<file path="src/pkcd_pkg.sv">
// pkcd_pkg: shared types and constants of the prefix key command decoder
// no dependencies; imported by every module of the block
`default_nettype none

package pkcd_pkg;

    // configuration register indexes
    localparam logic [1:0] CFG_IDX_META_PREFIX = 2'd0;
    localparam logic [1:0] CFG_IDX_CTLX_PREFIX = 2'd1;
    localparam logic [1:0] CFG_IDX_SEQ_ENABLE  = 2'd2;

    // configuration reset values
    localparam logic [7:0] RST_META_PREFIX = 8'd27;
    localparam logic [7:0] RST_CTLX_PREFIX = 8'd24;
    localparam logic       RST_SEQ_ENABLE  = 1'b1;

    // character constants
    localparam logic [7:0] CTL_MAX        = 8'h1F;
    localparam logic [7:0] CTL_OFFSET     = 8'h40;
    localparam logic [7:0] CASE_BIT       = 8'h20;
    localparam logic [7:0] CHAR_LBRACKET  = 8'h5B;
    localparam logic [7:0] CHAR_UPPER_O   = 8'h4F;
    localparam logic [7:0] CHAR_UPPER_A   = 8'h41;
    localparam logic [7:0] CHAR_UPPER_B   = 8'h42;
    localparam logic [7:0] CHAR_UPPER_C   = 8'h43;
    localparam logic [7:0] CHAR_UPPER_D   = 8'h44;
    localparam logic [7:0] CHAR_UPPER_F   = 8'h46;
    localparam logic [7:0] CHAR_UPPER_N   = 8'h4E;
    localparam logic [7:0] CHAR_UPPER_P   = 8'h50;
    localparam logic [7:0] CHAR_UPPER_Z   = 8'h5A;
    localparam logic [7:0] CHAR_LOWER_A   = 8'h61;
    localparam logic [7:0] CHAR_LOWER_Z   = 8'h7A;

    // configuration as seen by the decoder
    typedef struct packed {
        logic [7:0] meta_prefix_byte;
        logic [7:0] ctlx_prefix_byte;
        logic       cursor_seq_enable;
    } t_cfg;

    // one decoded command
    typedef struct packed {
        logic       ctl_flag;
        logic       meta_flag;
        logic       ctlx_flag;
        logic [7:0] key_char;
    } t_cmd;

endpackage

`default_nettype wire

</file>
<file path="src/pkcd_if.sv">
// pkcd_if: handshake channels of the prefix key command decoder
// key byte input, command output and configuration write channel
`default_nettype none

// raw key bytes
interface pkcd_key_if;
    logic       valid;
    logic       ready;
    logic [7:0] key_byte;

    modport source (output valid, output key_byte, input ready);
    modport sink   (input valid, input key_byte, output ready);
endinterface

// decoded commands
interface pkcd_cmd_if;
    logic       valid;
    logic       ready;
    logic       ctl_flag;
    logic       meta_flag;
    logic       ctlx_flag;
    logic [7:0] key_char;

    modport source (output valid, output ctl_flag, output meta_flag,
                    output ctlx_flag, output key_char, input ready);
    modport sink   (input valid, input ctl_flag, input meta_flag,
                    input ctlx_flag, input key_char, output ready);
endinterface

// register writes
interface pkcd_cfg_if;
    logic       valid;
    logic       ready;
    logic [1:0] index;
    logic [7:0] data;

    modport source (output valid, output index, output data, input ready);
    modport sink   (input valid, input index, input data, output ready);
endinterface

`default_nettype wire

</file>
<file path="src/prefix_key_command_decoder.sv">
// prefix_key_command_decoder: top level, key bytes in, decoded commands out
// depends on pkcd_pkg, pkcd_if, pkcd_cfg_regs, pkcd_core, pkcd_out_reg
//
//   channel   dir   payload                                   handshake
//   i_key     in    key_byte[7:0]                             valid/ready
//   o_cmd     out   ctl_flag, meta_flag, ctlx_flag, key_char  valid/ready
//   i_cfg     in    index[1:0], data[7:0]                     valid/ready
//
// one key byte per cycle while o_cmd is not stalled; each byte is held in
// the input register, then its command, if any, in the result register
// prefix bytes move the prefix state and usually produce no command
// a stall on o_cmd holds the result register and then the input register
// synchronous active-low reset clears the state and the valids
// configuration writes are always ready
`default_nettype none

module prefix_key_command_decoder (
    input  wire logic   i_clk,
    input  wire logic   i_rst_n,
    pkcd_key_if.sink    i_key,
    pkcd_cmd_if.source  o_cmd,
    pkcd_cfg_if.sink    i_cfg
);
    import pkcd_pkg::*;

    t_cfg w_cfg;
    logic w_res_valid;
    t_cmd w_res;
    logic w_res_ready;
    logic w_out_valid;
    t_cmd w_out;

    // configuration
    assign i_cfg.ready = 1'b1;

    pkcd_cfg_regs u_cfg_regs (
        .i_clk      (i_clk),
        .i_rst_n    (i_rst_n),
        .i_wr_valid (i_cfg.valid),
        .i_wr_index (i_cfg.index),
        .i_wr_data  (i_cfg.data),
        .o_cfg      (w_cfg)
    );

    // decode
    pkcd_core u_core (
        .i_clk       (i_clk),
        .i_rst_n     (i_rst_n),
        .i_in_valid  (i_key.valid),
        .i_in_byte   (i_key.key_byte),
        .o_in_ready  (i_key.ready),
        .i_cfg       (w_cfg),
        .o_res_valid (w_res_valid),
        .o_res       (w_res),
        .i_res_ready (w_res_ready)
    );

    // result register
    pkcd_out_reg u_out_reg (
        .i_clk   (i_clk),
        .i_rst_n (i_rst_n),
        .i_valid (w_res_valid),
        .i_data  (w_res),
        .o_ready (w_res_ready),
        .o_valid (w_out_valid),
        .o_data  (w_out),
        .i_ready (o_cmd.ready)
    );

    assign o_cmd.valid     = w_out_valid;
    assign o_cmd.ctl_flag  = w_out.ctl_flag;
    assign o_cmd.meta_flag = w_out.meta_flag;
    assign o_cmd.ctlx_flag = w_out.ctlx_flag;
    assign o_cmd.key_char  = w_out.key_char;

endmodule

`default_nettype wire

</file>
<file path="src/pkcd_cfg_regs.sv">
// pkcd_cfg_regs: configuration registers of the prefix key command decoder
// depends on pkcd_pkg
`default_nettype none

module pkcd_cfg_regs (
    input  wire logic          i_clk,
    input  wire logic          i_rst_n,
    input  wire logic          i_wr_valid,
    input  wire logic [1:0]    i_wr_index,
    input  wire logic [7:0]    i_wr_data,
    output pkcd_pkg::t_cfg     o_cfg
);
    import pkcd_pkg::*;

    t_cfg r_cfg;

    // register writes, unknown index ignored
    always_ff @(posedge i_clk) begin
        if (!i_rst_n) begin
            r_cfg.meta_prefix_byte  <= RST_META_PREFIX;
            r_cfg.ctlx_prefix_byte  <= RST_CTLX_PREFIX;
            r_cfg.cursor_seq_enable <= RST_SEQ_ENABLE;
        end else if (i_wr_valid) begin
            case (i_wr_index)
                CFG_IDX_META_PREFIX: r_cfg.meta_prefix_byte  <= i_wr_data;
                CFG_IDX_CTLX_PREFIX: r_cfg.ctlx_prefix_byte  <= i_wr_data;
                CFG_IDX_SEQ_ENABLE:  r_cfg.cursor_seq_enable <= i_wr_data[0];
                default: ;
            endcase
        end
    end

    assign o_cfg = r_cfg;

endmodule

`default_nettype wire

</file>
<file path="src/pkcd_core.sv">
// pkcd_core: input register, prefix state and single-pass decode
// depends on pkcd_pkg
`default_nettype none

module pkcd_core (
    input  wire logic          i_clk,
    input  wire logic          i_rst_n,
    input  wire logic          i_in_valid,
    input  wire logic [7:0]    i_in_byte,
    output logic               o_in_ready,
    input  wire pkcd_pkg::t_cfg i_cfg,
    output logic               o_res_valid,
    output pkcd_pkg::t_cmd     o_res,
    input  wire logic          i_res_ready
);
    import pkcd_pkg::*;

    // prefix state codes
    localparam logic [1:0] MODE_IDLE = 2'd0;
    localparam logic [1:0] MODE_META = 2'd1;
    localparam logic [1:0] MODE_CTLX = 2'd2;
    localparam logic [1:0] MODE_CSI  = 2'd3;

    logic       r_in_valid;
    logic [7:0] r_in_byte;
    logic [1:0] r_mode, n_mode;
    logic       r_meta, n_meta;
    logic       r_ctlx, n_ctlx;

    logic       w_adv;
    logic       w_ctl;
    logic [7:0] w_ch;
    logic       w_is_meta;
    logic       w_is_ctlx;
    logic       w_emit;
    logic       w_fold;
    logic [7:0] w_char;
    t_cmd       w_cmd;

    // the held byte moves on when the result side can take it
    assign w_adv      = r_in_valid && i_res_ready;
    assign o_in_ready = !r_in_valid || i_res_ready;

    // input register
    always_ff @(posedge i_clk) begin
        if (!i_rst_n) begin
            r_in_valid <= 1'b0;
        end else if (o_in_ready) begin
            r_in_valid <= i_in_valid;
        end
    end

    always_ff @(posedge i_clk) begin
        if (o_in_ready && i_in_valid) begin
            r_in_byte <= i_in_byte;
        end
    end

    // control folding and prefix compare
    assign w_ctl     = (r_in_byte <= CTL_MAX);
    assign w_ch      = w_ctl ? (r_in_byte + CTL_OFFSET) : r_in_byte;
    assign w_is_meta = (r_in_byte == i_cfg.meta_prefix_byte);
    assign w_is_ctlx = (r_in_byte == i_cfg.ctlx_prefix_byte);

    // lower case folding after a prefix
    assign w_fold = (r_mode == MODE_META) || (r_mode == MODE_CTLX);
    assign w_char = (w_fold && !w_ctl && (w_ch inside {[CHAR_LOWER_A:CHAR_LOWER_Z]}))
                    ? (w_ch ^ CASE_BIT) : w_ch;

    // prefix state machine
    always_comb begin
        n_mode = r_mode;
        n_meta = r_meta;
        n_ctlx = r_ctlx;
        w_emit = 1'b0;
        w_cmd  = '{ctl_flag: w_ctl, meta_flag: r_meta, ctlx_flag: r_ctlx,
                   key_char: w_char};
        case (r_mode)
            MODE_IDLE: begin
                if (w_is_meta) begin
                    n_mode = MODE_META;
                end else if (w_is_ctlx) begin
                    n_mode = MODE_CTLX;
                end else begin
                    w_emit          = 1'b1;
                    w_cmd.meta_flag = 1'b0;
                    w_cmd.ctlx_flag = 1'b0;
                end
            end
            MODE_META: begin
                if (i_cfg.cursor_seq_enable &&
                    (r_in_byte == CHAR_LBRACKET || r_in_byte == CHAR_UPPER_O)) begin
                    n_mode = MODE_CSI;
                end else begin
                    n_meta = 1'b1;
                    if (i_cfg.cursor_seq_enable && w_is_meta) begin
                        n_mode = MODE_META;
                    end else if (w_is_ctlx) begin
                        n_mode = MODE_CTLX;
                    end else begin
                        w_emit          = 1'b1;
                        w_cmd.meta_flag = 1'b1;
                    end
                end
            end
            MODE_CTLX: begin
                n_ctlx = 1'b1;
                if (w_is_meta) begin
                    n_mode = MODE_META;
                end else begin
                    w_emit          = 1'b1;
                    w_cmd.ctlx_flag = 1'b1;
                end
            end
            MODE_CSI: begin
                w_emit         = 1'b1;
                w_cmd.ctl_flag = 1'b1;
                case (r_in_byte)
                    CHAR_UPPER_A: w_cmd.key_char = CHAR_UPPER_P;
                    CHAR_UPPER_B: w_cmd.key_char = CHAR_UPPER_N;
                    CHAR_UPPER_C: w_cmd.key_char = CHAR_UPPER_F;
                    CHAR_UPPER_D: w_cmd.key_char = CHAR_UPPER_B;
                    default: begin
                        w_cmd.meta_flag = 1'b1;
                        w_cmd.ctlx_flag = 1'b1;
                        w_cmd.key_char  = CHAR_UPPER_Z;
                    end
                endcase
            end
            default: ;
        endcase
        // a command closes the sequence
        if (w_emit) begin
            n_mode = MODE_IDLE;
            n_meta = 1'b0;
            n_ctlx = 1'b0;
        end
    end

    // state register
    always_ff @(posedge i_clk) begin
        if (!i_rst_n) begin
            r_mode <= MODE_IDLE;
            r_meta <= 1'b0;
            r_ctlx <= 1'b0;
        end else if (w_adv) begin
            r_mode <= n_mode;
            r_meta <= n_meta;
            r_ctlx <= n_ctlx;
        end
    end

    assign o_res_valid = r_in_valid && w_emit;
    assign o_res       = w_cmd;

endmodule

`default_nettype wire

</file>
<file path="src/pkcd_out_reg.sv">
// pkcd_out_reg: result register in front of the command channel
// depends on pkcd_pkg
`default_nettype none

module pkcd_out_reg (
    input  wire logic          i_clk,
    input  wire logic          i_rst_n,
    input  wire logic          i_valid,
    input  wire pkcd_pkg::t_cmd i_data,
    output logic               o_ready,
    output logic               o_valid,
    output pkcd_pkg::t_cmd     o_data,
    input  wire logic          i_ready
);
    import pkcd_pkg::*;

    logic r_valid;
    t_cmd r_data;

    // takes a new item when empty or when the held one leaves
    assign o_ready = !r_valid || i_ready;

    always_ff @(posedge i_clk) begin
        if (!i_rst_n) begin
            r_valid <= 1'b0;
        end else if (o_ready) begin
            r_valid <= i_valid;
        end
    end

    always_ff @(posedge i_clk) begin
        if (o_ready && i_valid) begin
            r_data <= i_data;
        end
    end

    assign o_valid = r_valid;
    assign o_data  = r_data;

endmodule

`default_nettype wire
</file>
<file path="src/flat_wrapper.sv">
// flat-port wrapper written by rule: the top's interface ports become plain ports
module prefix_key_command_decoder_flat import pkcd_pkg::*;
  (i_clk, i_rst_n, i_key_valid, i_key_key_byte, i_key_ready, o_cmd_valid, o_cmd_ctl_flag, o_cmd_meta_flag, o_cmd_ctlx_flag, o_cmd_key_char, o_cmd_ready, i_cfg_valid, i_cfg_index, i_cfg_data, i_cfg_ready);
  pkcd_key_if i_key_i ();
  pkcd_cmd_if o_cmd_i ();
  pkcd_cfg_if i_cfg_i ();
  input  wire logic i_clk;
  input  wire logic i_rst_n;
  input wire logic [$bits(i_key_i.valid)-1:0] i_key_valid;
  input wire logic [$bits(i_key_i.key_byte)-1:0] i_key_key_byte;
  output wire logic [$bits(i_key_i.ready)-1:0] i_key_ready;
  output wire logic [$bits(o_cmd_i.valid)-1:0] o_cmd_valid;
  output wire logic [$bits(o_cmd_i.ctl_flag)-1:0] o_cmd_ctl_flag;
  output wire logic [$bits(o_cmd_i.meta_flag)-1:0] o_cmd_meta_flag;
  output wire logic [$bits(o_cmd_i.ctlx_flag)-1:0] o_cmd_ctlx_flag;
  output wire logic [$bits(o_cmd_i.key_char)-1:0] o_cmd_key_char;
  input wire logic [$bits(o_cmd_i.ready)-1:0] o_cmd_ready;
  input wire logic [$bits(i_cfg_i.valid)-1:0] i_cfg_valid;
  input wire logic [$bits(i_cfg_i.index)-1:0] i_cfg_index;
  input wire logic [$bits(i_cfg_i.data)-1:0] i_cfg_data;
  output wire logic [$bits(i_cfg_i.ready)-1:0] i_cfg_ready;
  assign i_key_i.valid = i_key_valid;
  assign i_key_i.key_byte = i_key_key_byte;
  assign i_key_ready = i_key_i.ready;
  assign o_cmd_valid = o_cmd_i.valid;
  assign o_cmd_ctl_flag = o_cmd_i.ctl_flag;
  assign o_cmd_meta_flag = o_cmd_i.meta_flag;
  assign o_cmd_ctlx_flag = o_cmd_i.ctlx_flag;
  assign o_cmd_key_char = o_cmd_i.key_char;
  assign o_cmd_i.ready = o_cmd_ready;
  assign i_cfg_i.valid = i_cfg_valid;
  assign i_cfg_i.index = i_cfg_index;
  assign i_cfg_i.data = i_cfg_data;
  assign i_cfg_ready = i_cfg_i.ready;
  prefix_key_command_decoder u_core (.i_clk(i_clk), .i_rst_n(i_rst_n), .i_key(i_key_i), .o_cmd(o_cmd_i), .i_cfg(i_cfg_i));
endmodule
</file>
<file path="config.mk">
export PLATFORM = sky130hd
export DESIGN_NAME = prefix_key_command_decoder_flat
export DESIGN_NICKNAME = d
export VERILOG_FILES = /design/src/pkcd_pkg.sv /design/src/pkcd_if.sv /design/src/prefix_key_command_decoder.sv /design/src/pkcd_cfg_regs.sv /design/src/pkcd_core.sv /design/src/pkcd_out_reg.sv /design/src/flat_wrapper.sv
export SDC_FILE = /design/constraint.sdc
export NUM_CORES = 1
export LEC_CHECK = 0
export ABC_CLOCK_PERIOD_IN_PS = 2400
export BUFFER_PORTS_ARGS = -buffer_cell sky130_fd_sc_hd__buf_2
export CORE_MARGIN = 5
export CORE_UTILIZATION = 45
export CTS_CLUSTER_DIAMETER = 80
export DETAILED_ROUTE_END_ITERATION = 7
export GPL_ROUTABILITY_DRIVEN = 1
export PLACE_DENSITY = 0.66
export SLEW_MARGIN = 20
export SYNTH_ARGS = -nofsm -noshare
export SYNTH_HDL_FRONTEND = slang
export SYNTH_HIERARCHICAL = 1
export SYNTH_SLANG_ARGS = --single-unit
</file>
<file path="constraint.sdc">
create_clock -name i_clk -period 2.4 [get_ports i_clk]
set_input_delay 0.12 -clock i_clk [delete_from_list [all_inputs] [get_ports i_clk]]
set_output_delay 0.12 -clock i_clk [all_outputs]
set_load 0.01 [all_outputs]
</file>
# Word level (Yosys, flattened, before mapping)
# Index checks and enable logic that the tools add are counted.
# W data, S select, Z words.
# classes
addsub,1
n_mul,0
div,0
magnitude_cmp,3
eq_ne,15
shift,0
muxes,31
n_bitwise,1
reduce_logical,28
# ops
cell,count
$eq A8 B7 Y1 const B,6
$pmux W5 S4,1
$mux W2,9
$eq A8 B8 Y1,2
$mux W8,2
$mux W1,14
$logic_and A1 B1 Y1,9
$add A8 B7 Y8 const B,1
$ge A8 B7 Y1 const B,1
$le A8 B5 Y1 const B,1
$le A8 B7 Y1 const B,1
$reduce_and A2 Y1,4
$eq A2 B2 Y1 const B,3
$mux W6,1
$pmux W1 S3,2
$pmux W2 S3,1
$reduce_and A3 Y1,2
$eq A2 B1 Y1 const B,2
$logic_not A2 Y1,2
$logic_or A1 B1 Y1,4
$pmux W1 S4,1
$reduce_bool A2 Y1,2
$reduce_bool A4 Y1,1
$reduce_or A4 Y1,1
4 further kinds,6
# totals
ff_bits,42
latchBits,0
ramBits,0
romBits,0
input_bits,23
out_inout_bits,14
word_cells,92
memories,0

# Logic depth before layout (Yosys ltp)
# Gate-level depths: netlist of the first run.
# depth
word_depth,7
mapped_depth,10
mapped_depth_nobuf,10

# Modules after synthesis
# The synthesis of the first run kept the hierarchy.
# by_module_without_submodules
mod,instances,cells_per_inst,area_per_inst_um2,seq_area_each_um2
pkcd_core,1,141,1251.2,340.3
pkcd_cfg_regs,1,70,708.2,340.3
pkcd_out_reg,1,16,387.9,350.3
prefix_key_command_decoder,1,2,11.3,0.0

# Worst setup path before layout of the first run
# No wires, ideal clock.
# synth_timing
kind,reg-to-reg
startpoint,reg u_core.u_core.r_in_byte[7]
endpoint,reg u_core.u_out_reg.r_data (netlist bit u_core/u_out_reg/o_data[0]) (enable)
setup_ns,0.252
t_arrival_ns,1.852
t_required_ns,2.148
path_slack_ns,0.296
path_stages_with_launch,10
n_path_buf,0
synth_period_minus_slack_ns,2.104
path_cell_list,edfxtp_1 -> inv_1 -> ha_1 -> nand4b_1 -> o31ai_2 -> a211oi_1 -> o31ai_2 -> nand2_2 -> and2_1 -> and2_4
# synth_between
elab_chain_cells,7
word_cells_on_any_way,15
classes_between,eq/ne (4); mux (6); reduce/logical (5)
# synth_lines
item,line_no,source
start: declaration,pkcd_core.sv:25,logic [7:0] r_in_byte;
start signal: assignment,pkcd_core.sv:55,r_in_byte <= i_in_byte;
"$eq A8 B8 Y1, or another cell as far along",pkcd_core.sv:63,assign w_is_ctlx = (r_in_byte == i_cfg.ctlx_prefix_byte);
"$mux W1, or another cell as far along","pkcd_core.sv:82, pkcd_core.sv:98",
$mux W1 / $logic_and A1 B1 Y1 (equally long branches),"pkcd_core.sv:96, pkcd_core.sv:91",
$mux W1,pkcd_core.sv:91,if (i_cfg.cursor_seq_enable &&
$pmux W1 S4 (*),pkcd_core.sv:78,case (r_mode)
$logic_and A1 B1 Y1 (*),pkcd_core.sv:153,assign o_res_valid = r_in_valid && w_emit;
net u_core.w_res_valid,prefix_key_command_decoder.sv:27,logic w_res_valid;
$logic_and A1 B1 Y1 (*),pkcd_out_reg.sv:32,if (o_ready && i_valid) begin
end signal: assignment,pkcd_out_reg.sv:33,r_data <= i_data;
end: declaration,pkcd_out_reg.sv:18,t_cmd r_data;
# Mark *: on every way through the listed nets, which the timed path passes. The rest lies on a longest branch.
# A chain may end at the register's enable or synchronous reset.

# Worst setup path after layout of the first run
# layout_timing
startpoint,reg u_core.u_core.r_in_byte[7]
endpoint,reg u_core.u_out_reg.r_data (netlist bit u_core/u_out_reg/o_data[5]) (enable)
# The elaborated chain is that of the path after synthesis.

==> impl_metrics.env, run 1 <==
export IMPL_status="finished clean"
export IMPL_critPathRequiredTime_ps=2450
export IMPL_timing_worst_setup_path_type="flop to flop"
export IMPL_syn_nets=259
export IMPL_max_vdd_ir_drop_uv=348
export IMPL_worstPathArrival_ps=2350
export IMPL_die_x_um=82.4
export IMPL_cts_tree="done"
export IMPL_slowest_delay_ps=440
export IMPL_avgSynthCellArea_sq_um=10.3
export IMPL_hold_viol=0
export IMPL_gp_congestion=0.866
export IMPL_synth_edff_count=19
export IMPL_endpoint_kind="flop"
export IMPL_dr_pass1_iters=4
export IMPL_async_flop_share=0
export IMPL_fill_cells=462
export IMPL_initial_core_util=0.462
export IMPL_overflow=0
export IMPL_slew_viol_final=0
export IMPL_synth_area_sq_um=2360
export IMPL_vias=1749
export IMPL_cts_made_buffers=5
export IMPL_fin_tns_setup_ps=0
export IMPL_core_area_sq_um=5110
export IMPL_port_buffers=35
export IMPL_powerDensity_nw_per_um2=502
export IMPL_die_area_sq_um=6790
export IMPL_final_nets=313
export IMPL_clock_sinks=42
export IMPL_grt_util_all_layers=0.151
export IMPL_final_instance_count_excl_fill=354
export IMPL_critical_path_slowest_cell="edfxtp_1"
export IMPL_drt_first_iter_violations=87
export IMPL_hold_path_class="primary input to flop"
export IMPL_grt_start_max_net_pins=32
export IMPL_grt_pass1_vias=1620
export IMPL_drc=0
export IMPL_dp_cells=330
export IMPL_wire_per_inst_um=13.5
export IMPL_totalWireLength_um=4770
export IMPL_final_common_cell="buf_2"
export IMPL_ys_warn_count=6
export IMPL_drive_above_1_share=0.264
export IMPL_cts_root_buf="clkbuf_8"
export IMPL_finClkSkew_ps=6.30
export IMPL_diodes=0
export IMPL_startpoint_type="flop"
export IMPL_critical_path_cell_chain="inv_2 > ha_1 > nand4b_1 > o31ai_4 > a211oi_1 > o31ai_2 > nand2_2 > and2_1 > and2_4"
export IMPL_p_leak_nw=1.17
export IMPL_final_cell_mix="buf_2 (35), nand2_1 (26), dfxtp_1 (23)"
export IMPL_synth_distinct_cells=52
export IMPL_maxCapViolations=0
export IMPL_clk_latency_ps=290
export IMPL_drt_vias_per_instance=4.94
export IMPL_syn_inst=229
export IMPL_io_pins=37
export IMPL_post_dp_hpwl_um=3560
export IMPL_ys_seq_area_frac=0.437
export IMPL_path_clk_slew_ps=80
export IMPL_syn_to_final_growth_pct=20.3
export IMPL_rows=26
export IMPL_cts_buffer_depth=2
export IMPL_setup_viol=0
export IMPL_antenna_found_initial=0
export IMPL_min_period_ps=2300
export IMPL_grt_pass1_wl_um=7700
export IMPL_die_y_um=82.4
export IMPL_cp_max_fo=11
export IMPL_ys_ff_latch=42
export IMPL_ant_nets=0
export IMPL_synth_main_ff_cell="dfxtp_1"
export IMPL_fmax_ghz=0.435
export IMPL_htreeDepth=2
export IMPL_finalCritPeriodShare=0.958
==> final timing paths <==
check / startpoint / slack [ps] / cells past startpoint / endpoint
setup reg to reg: u_core/u_core/r_in_byte[7]$_DFFE_PP_ / 100 / 9 / u_core/u_out_reg/o_data[5]$_DFFE_PP_
hold / removal: i_key_valid / 80 / 3 / u_core/u_core/r_in_valid$_SDFFE_PN0N_
setup / recovery: u_core/u_core/r_in_byte[7]$_DFFE_PP_ / 100 / 9 / u_core/u_out_reg/o_data[5]$_DFFE_PP_
hold reg to reg: u_core/u_cfg_regs/o_cfg[14]$_SDFFE_PN0P_ / 480 / 2 / u_core/u_cfg_regs/o_cfg[14]$_SDFFE_PN0P_
==> cell usage after synthesis (all sizes together), types with 2 or more instances <==
library cell  number  area [sq um]
o31ai              2          25.0
ha                 7          87.6
a31oi              2          12.5
nor3               4          20.0
o211ai             4          30.0
mux2i             17           170
dfxtp             23           460
nand3              4          20.0
a311oi             2          30.0
and2               5          33.8
buf               10          73.8
o21a               2          15.0
xor2              17           156
a21oi             12          63.8
a41o               2          20.0
xnor2              2          17.5
o21ai              5          25.0
inv               12          45.0
nor2               9          33.8
and3b              2          18.8
edfxtp            19           571
nand2             27           104
clkbuf             3          11.3
nor2b             10          62.6
nand2b             6          45.0
nor4               5          67.6
==> layout make-up <==
| class | instances | area (sq um) | area share |
|---|---|---|---|
| clock inverters | 1 | 7.51 | 0.00265 |
| repair buffers | 60 | 383 | 0.135 |
| clock buffers | 7 | 76.3 | 0.0269 |
| inverters | 12 | 45.0 | 0.0159 |
| flip-flops and latches | 42 | 1030 | 0.363 |
| multi-input cells | 162 | 1210 | 0.425 |
| well taps | 70 | 87.6 | 0.0309 |
==> cells by family after synthesis <==
group | Yosys count | share of synthesized area
compound gates | 36 | 0.112
buf+inv | 25 | 0.0552
xor+xnor | 19 | 0.0737
flops | 42 | 0.437
other cells | 1 | 0.00159
fa+ha+maj | 7 | 0.0371
simple gates | 81 | 0.206
mux | 18 | 0.0769
==> critical path, delay by kind of cell, from the launching register on <==
kind	cells	cell delay [ps]
adders and majority gates	1	160
and+or+nand+nor	4	640
AOI/OAI and AO/OA	3	690
buffers and inverters	1	110
DFF	1	440
==> metrics by stage <==
step | total power (W) | hold WS, ps | setup slack, ps | utilization | cell area [sq um]
6_report | 0.00142 | 75.0 | 101 | 0.555 | 2840
5_1_grt | 0.00149 | 63.3 | -34.3 | 0.555 | 2840
4_1_cts | 0.00142 | 1.67 | 62.5 | 0.536 | 2740
3_5_place_dp | 0.000987 | 298 | 66.6 | 0.510 | 2600
3_3_place_gp | 0.000985 | 297 | 143 | 0.510 | 2600
2_1_floorplan | 0.000936 | 219 | 296 | - | 2360
==> flip-flops by register name, indices dropped and copies added, names as in the netlist <==
name / count
u_core/u_cfg_regs/o_cfg: 17
u_core/u_core/r_ctlx: 1
u_core/u_core/r_in_byte: 8
u_core/u_core/r_in_valid: 1
u_core/u_core/r_meta: 1
u_core/u_core/r_mode: 2
u_core/u_out_reg/o_data: 11
u_core/u_out_reg/o_valid: 1
==> power by group <==
part           leakage (nW)  internal [W]  switching [W]  total (W)
Combinational         0.759     0.0000880      0.0000938   0.000182
Sequential            0.369      0.000780      0.0000258   0.000806
Clock                0.0385      0.000206       0.000230   0.000436
==> layer usage <==
layer  vias to the layer above  track usage  wire length [um]  part of all wire
met2                        41        0.254              2340              0.49
met4                         0       0.0565                64             0.013
met3                         8       0.0358               282             0.059
li1                        903            -                 -                 -
met1                       797        0.188              2080              0.44
met5                         -            0                 0                 0
==> timing repair <==
action / CTS / global route
buffers inserted: 0 / 8
resized for setup: 0 / 2
endpoints found under the hold margin: 5 / 3
setup endpoints to repair: 0 / 11
hold buffers: 5 / 3
(Power assumes the default switching activity.)
==> run 2: changes to the inputs <==
--- a/config.mk
+++ b/config.mk
@@ -5,13 +5,14 @@
 export SDC_FILE = /design/constraint.sdc
 export NUM_CORES = 1
 export LEC_CHECK = 0
-export ABC_CLOCK_PERIOD_IN_PS = 2400
+export ABC_CLOCK_PERIOD_IN_PS = 2390
 export BUFFER_PORTS_ARGS = -buffer_cell sky130_fd_sc_hd__buf_2
 export CORE_MARGIN = 5
 export CORE_UTILIZATION = 45
 export CTS_CLUSTER_DIAMETER = 80
 export DETAILED_ROUTE_END_ITERATION = 7
 export GPL_ROUTABILITY_DRIVEN = 1
+export MAX_ROUTING_LAYER = met4
 export PLACE_DENSITY = 0.66
 export SLEW_MARGIN = 20
 export SYNTH_ARGS = -nofsm -noshare
==> constraint.sdc (replaced) <==
create_clock -name i_clk -period 2.39 [get_ports i_clk]
set_input_delay 0.1195 -clock i_clk [delete_from_list [all_inputs] [get_ports i_clk]]
set_output_delay 0.1195 -clock i_clk [all_outputs]
set_load 0.01 [all_outputs]
==> run 2 against run 1 <==
Net effect:
- total power is 1.1% higher
- clock skew is 5.4 ps higher
- worst setup slack worse by 50 ps
- count of clock-buffer cells in the layout stayed put
- worst hold slack worse by 70 ps
- core utilization is 0.20 points lower
- global-route usage is 1.1 points higher
- critical path type unchanged
==> impl_metrics.env, run 2 (synthesized netlist as in run 1, its figures left out) <==
export IMPL_rows=26
export IMPL_final_nets=312
export IMPL_clockPowerShare=0.309
export IMPL_grt_met1_usage=0.199
export IMPL_die_x_um=82.4
export IMPL_status="finished clean"
export IMPL_min_period_ps=2340
export IMPL_cts_root_buf="clkbuf_8"
export IMPL_cp_max_fo=11
export IMPL_setup_viol=0
export IMPL_ant_nets=0
export IMPL_dr_pass1_iters=4
export IMPL_io_pins=37
export IMPL_slowest_delay_ps=450
export IMPL_p_sw_frac=0.251
export IMPL_path_clk_slew_ps=80
export IMPL_cts_made_buffers=5
export IMPL_cts_tree="done"
export IMPL_cp_num_buf_inv=1
export IMPL_switchingPower_w=0.000361
export IMPL_critPathRequiredTime_ps=2450
export IMPL_critical_path_cell_chain="inv_2 > ha_1 > nand4b_1 > o31ai_4 > a211oi_1 > o31ai_2 > nand2_2 > and2_1 > and2_4"
export IMPL_syn_to_final_growth_pct=19.8
export IMPL_maxCapViolations=0
export IMPL_grt_pass1_wl_um=8070
export IMPL_fin_tns_setup_ps=0
export IMPL_hold_path_class="primary input to flop"
export IMPL_grt_util_all_layers=0.162
export IMPL_overflow=0
export IMPL_p_leak_nw=1.16
export IMPL_grt_start_max_net_pins=32
export IMPL_p_int_w=0.00108
export IMPL_wire_per_inst_um=14.2
export IMPL_relSlewSlack=0.657
export IMPL_die_y_um=82.4
export IMPL_drt_vias_per_instance=5.04
export IMPL_vias=1779
export IMPL_clock_sinks=42
export IMPL_worst_pin_slew_ps=515
export IMPL_drc=0
export IMPL_powerDensity_nw_per_um2=509
export IMPL_critical_path_slowest_cell="edfxtp_1"
export IMPL_port_buffers=35
export IMPL_core_area_sq_um=5110
export IMPL_startpoint_type="flop"
export IMPL_cts_buffer_depth=2
export IMPL_timing_worst_setup_path_type="flop to flop"
export IMPL_htreeDepth=2
export IMPL_fill_cells=476
export IMPL_finalCritPeriodShare=0.979
export IMPL_max_vdd_ir_drop_uv=395
export IMPL_antenna_found_initial=0
export IMPL_finClkSkew_ps=11.7
export IMPL_slew_viol_final=0
export IMPL_grt_use_met2=0.266
export IMPL_hold_viol=0
export IMPL_busiest_layer="met2"
export IMPL_largest_reg_flops=17
export IMPL_totalWireLength_um=5030
export IMPL_worstPathArrival_ps=2400
export IMPL_final_common_cell="buf_2"
export IMPL_gp_congestion=0.883
export IMPL_grt_pass1_vias=1682
export IMPL_final_cell_mix="buf_2 (35), nand2_1 (26), dfxtp_1 (23)"
export IMPL_diodes=0
export IMPL_seqPwrFrac=0.563
export IMPL_endpoint_kind="flop"
export IMPL_hold_slack_ps=4.65
export IMPL_fmax_ghz=0.428
export IMPL_met3_usage=0.0304
export IMPL_clk_latency_ps=300
export IMPL_crit_family="compound AO/OA/AOI/OAI gates"
export IMPL_initial_core_util=0.462
export IMPL_drive_above_1_share=0.265
export IMPL_drt_first_iter_violations=191
export IMPL_post_dp_hpwl_um=3670
export IMPL_power_frac_comb=0.129
export IMPL_die_area_sq_um=6790
run 2: area by class of cell:
type | count | area [sq um] | area share
Timing Repair Buffer | 59 | 373 | 0.132
Multi-Input combinational cell | 162 | 1210 | 0.427
Clock inverter | 1 | 7.51 | 0.00266
Inverter | 12 | 45.0 | 0.0159
Sequential cell | 42 | 1030 | 0.365
Clock buffer | 7 | 76.3 | 0.0270
Tap cell | 70 | 87.6 | 0.0310
run 2: timing repair:
| action | 4_1_cts | 5_1_grt |
|---|---|---|
| buffers inserted | 0 | 7 |
| endpoints found under the hold margin | 7 | 0 |
| hold buffers | 7 | 0 |
| resized for setup | 0 | 2 |
| setup endpoints to repair | 0 | 11 |
run 2: final timing paths:
path	start	to	slack, ps	cells past startpoint
max	u_core/u_core/r_in_byte[7]$_DFFE_PP_	u_core/u_out_reg/o_data[7]$_DFFE_PP_	50	9
min	i_key_key_byte[6]	u_core/u_core/r_in_byte[6]$_DFFE_PP_	5	1
max reg2reg	u_core/u_core/r_in_byte[7]$_DFFE_PP_	u_core/u_out_reg/o_data[7]$_DFFE_PP_	50	9
min reg2reg	u_core/u_cfg_regs/o_cfg[15]$_SDFFE_PN0P_	u_core/u_cfg_regs/o_cfg[15]$_SDFFE_PN0P_	480	2
run 2: worst register-to-register path: stages, from the launching register on:
cell      delay [ps]
edfxtp_1         450
inv_2            100
ha_1             160
nand4b_1         190
o31ai_4          340
a211oi_1         100
o31ai_2          300
nand2_2          110
and2_1           180
and2_4           190
run 2: power groups by stage:
stage | sequential [W] | combinational [W] | clock [W]
global placement | 0.000826 | 0.000164 | 0
global route | 0.000814 | 0.000204 | 0.000484
detailed placement | 0.000827 | 0.000167 | 0
floorplan | 0.000820 | 0.000120 | 0
CTS | 0.000810 | 0.000177 | 0.000457
finish | 0.000810 | 0.000185 | 0.000444
run 2: routing by layer:
layer	up-vias	wire length (um)
met5	-	0
met2	48	2470
met1	821	2220
li1	903	-
met3	7	257
met4	0	74
run 2: metrics by stage:
step	util	instances	power (W)	setup WS [ps]	cell area, sq um
finish	0.553	353	0.00144	51.0	2830
global route	0.553	353	0.00150	-62.4	2830
CTS	0.541	346	0.00144	63.7	2770
detailed placement	0.511	331	0.000994	72.1	2610
global placement	0.511	331	0.000990	143	2610
floorplan	-	229	0.000940	286	2360
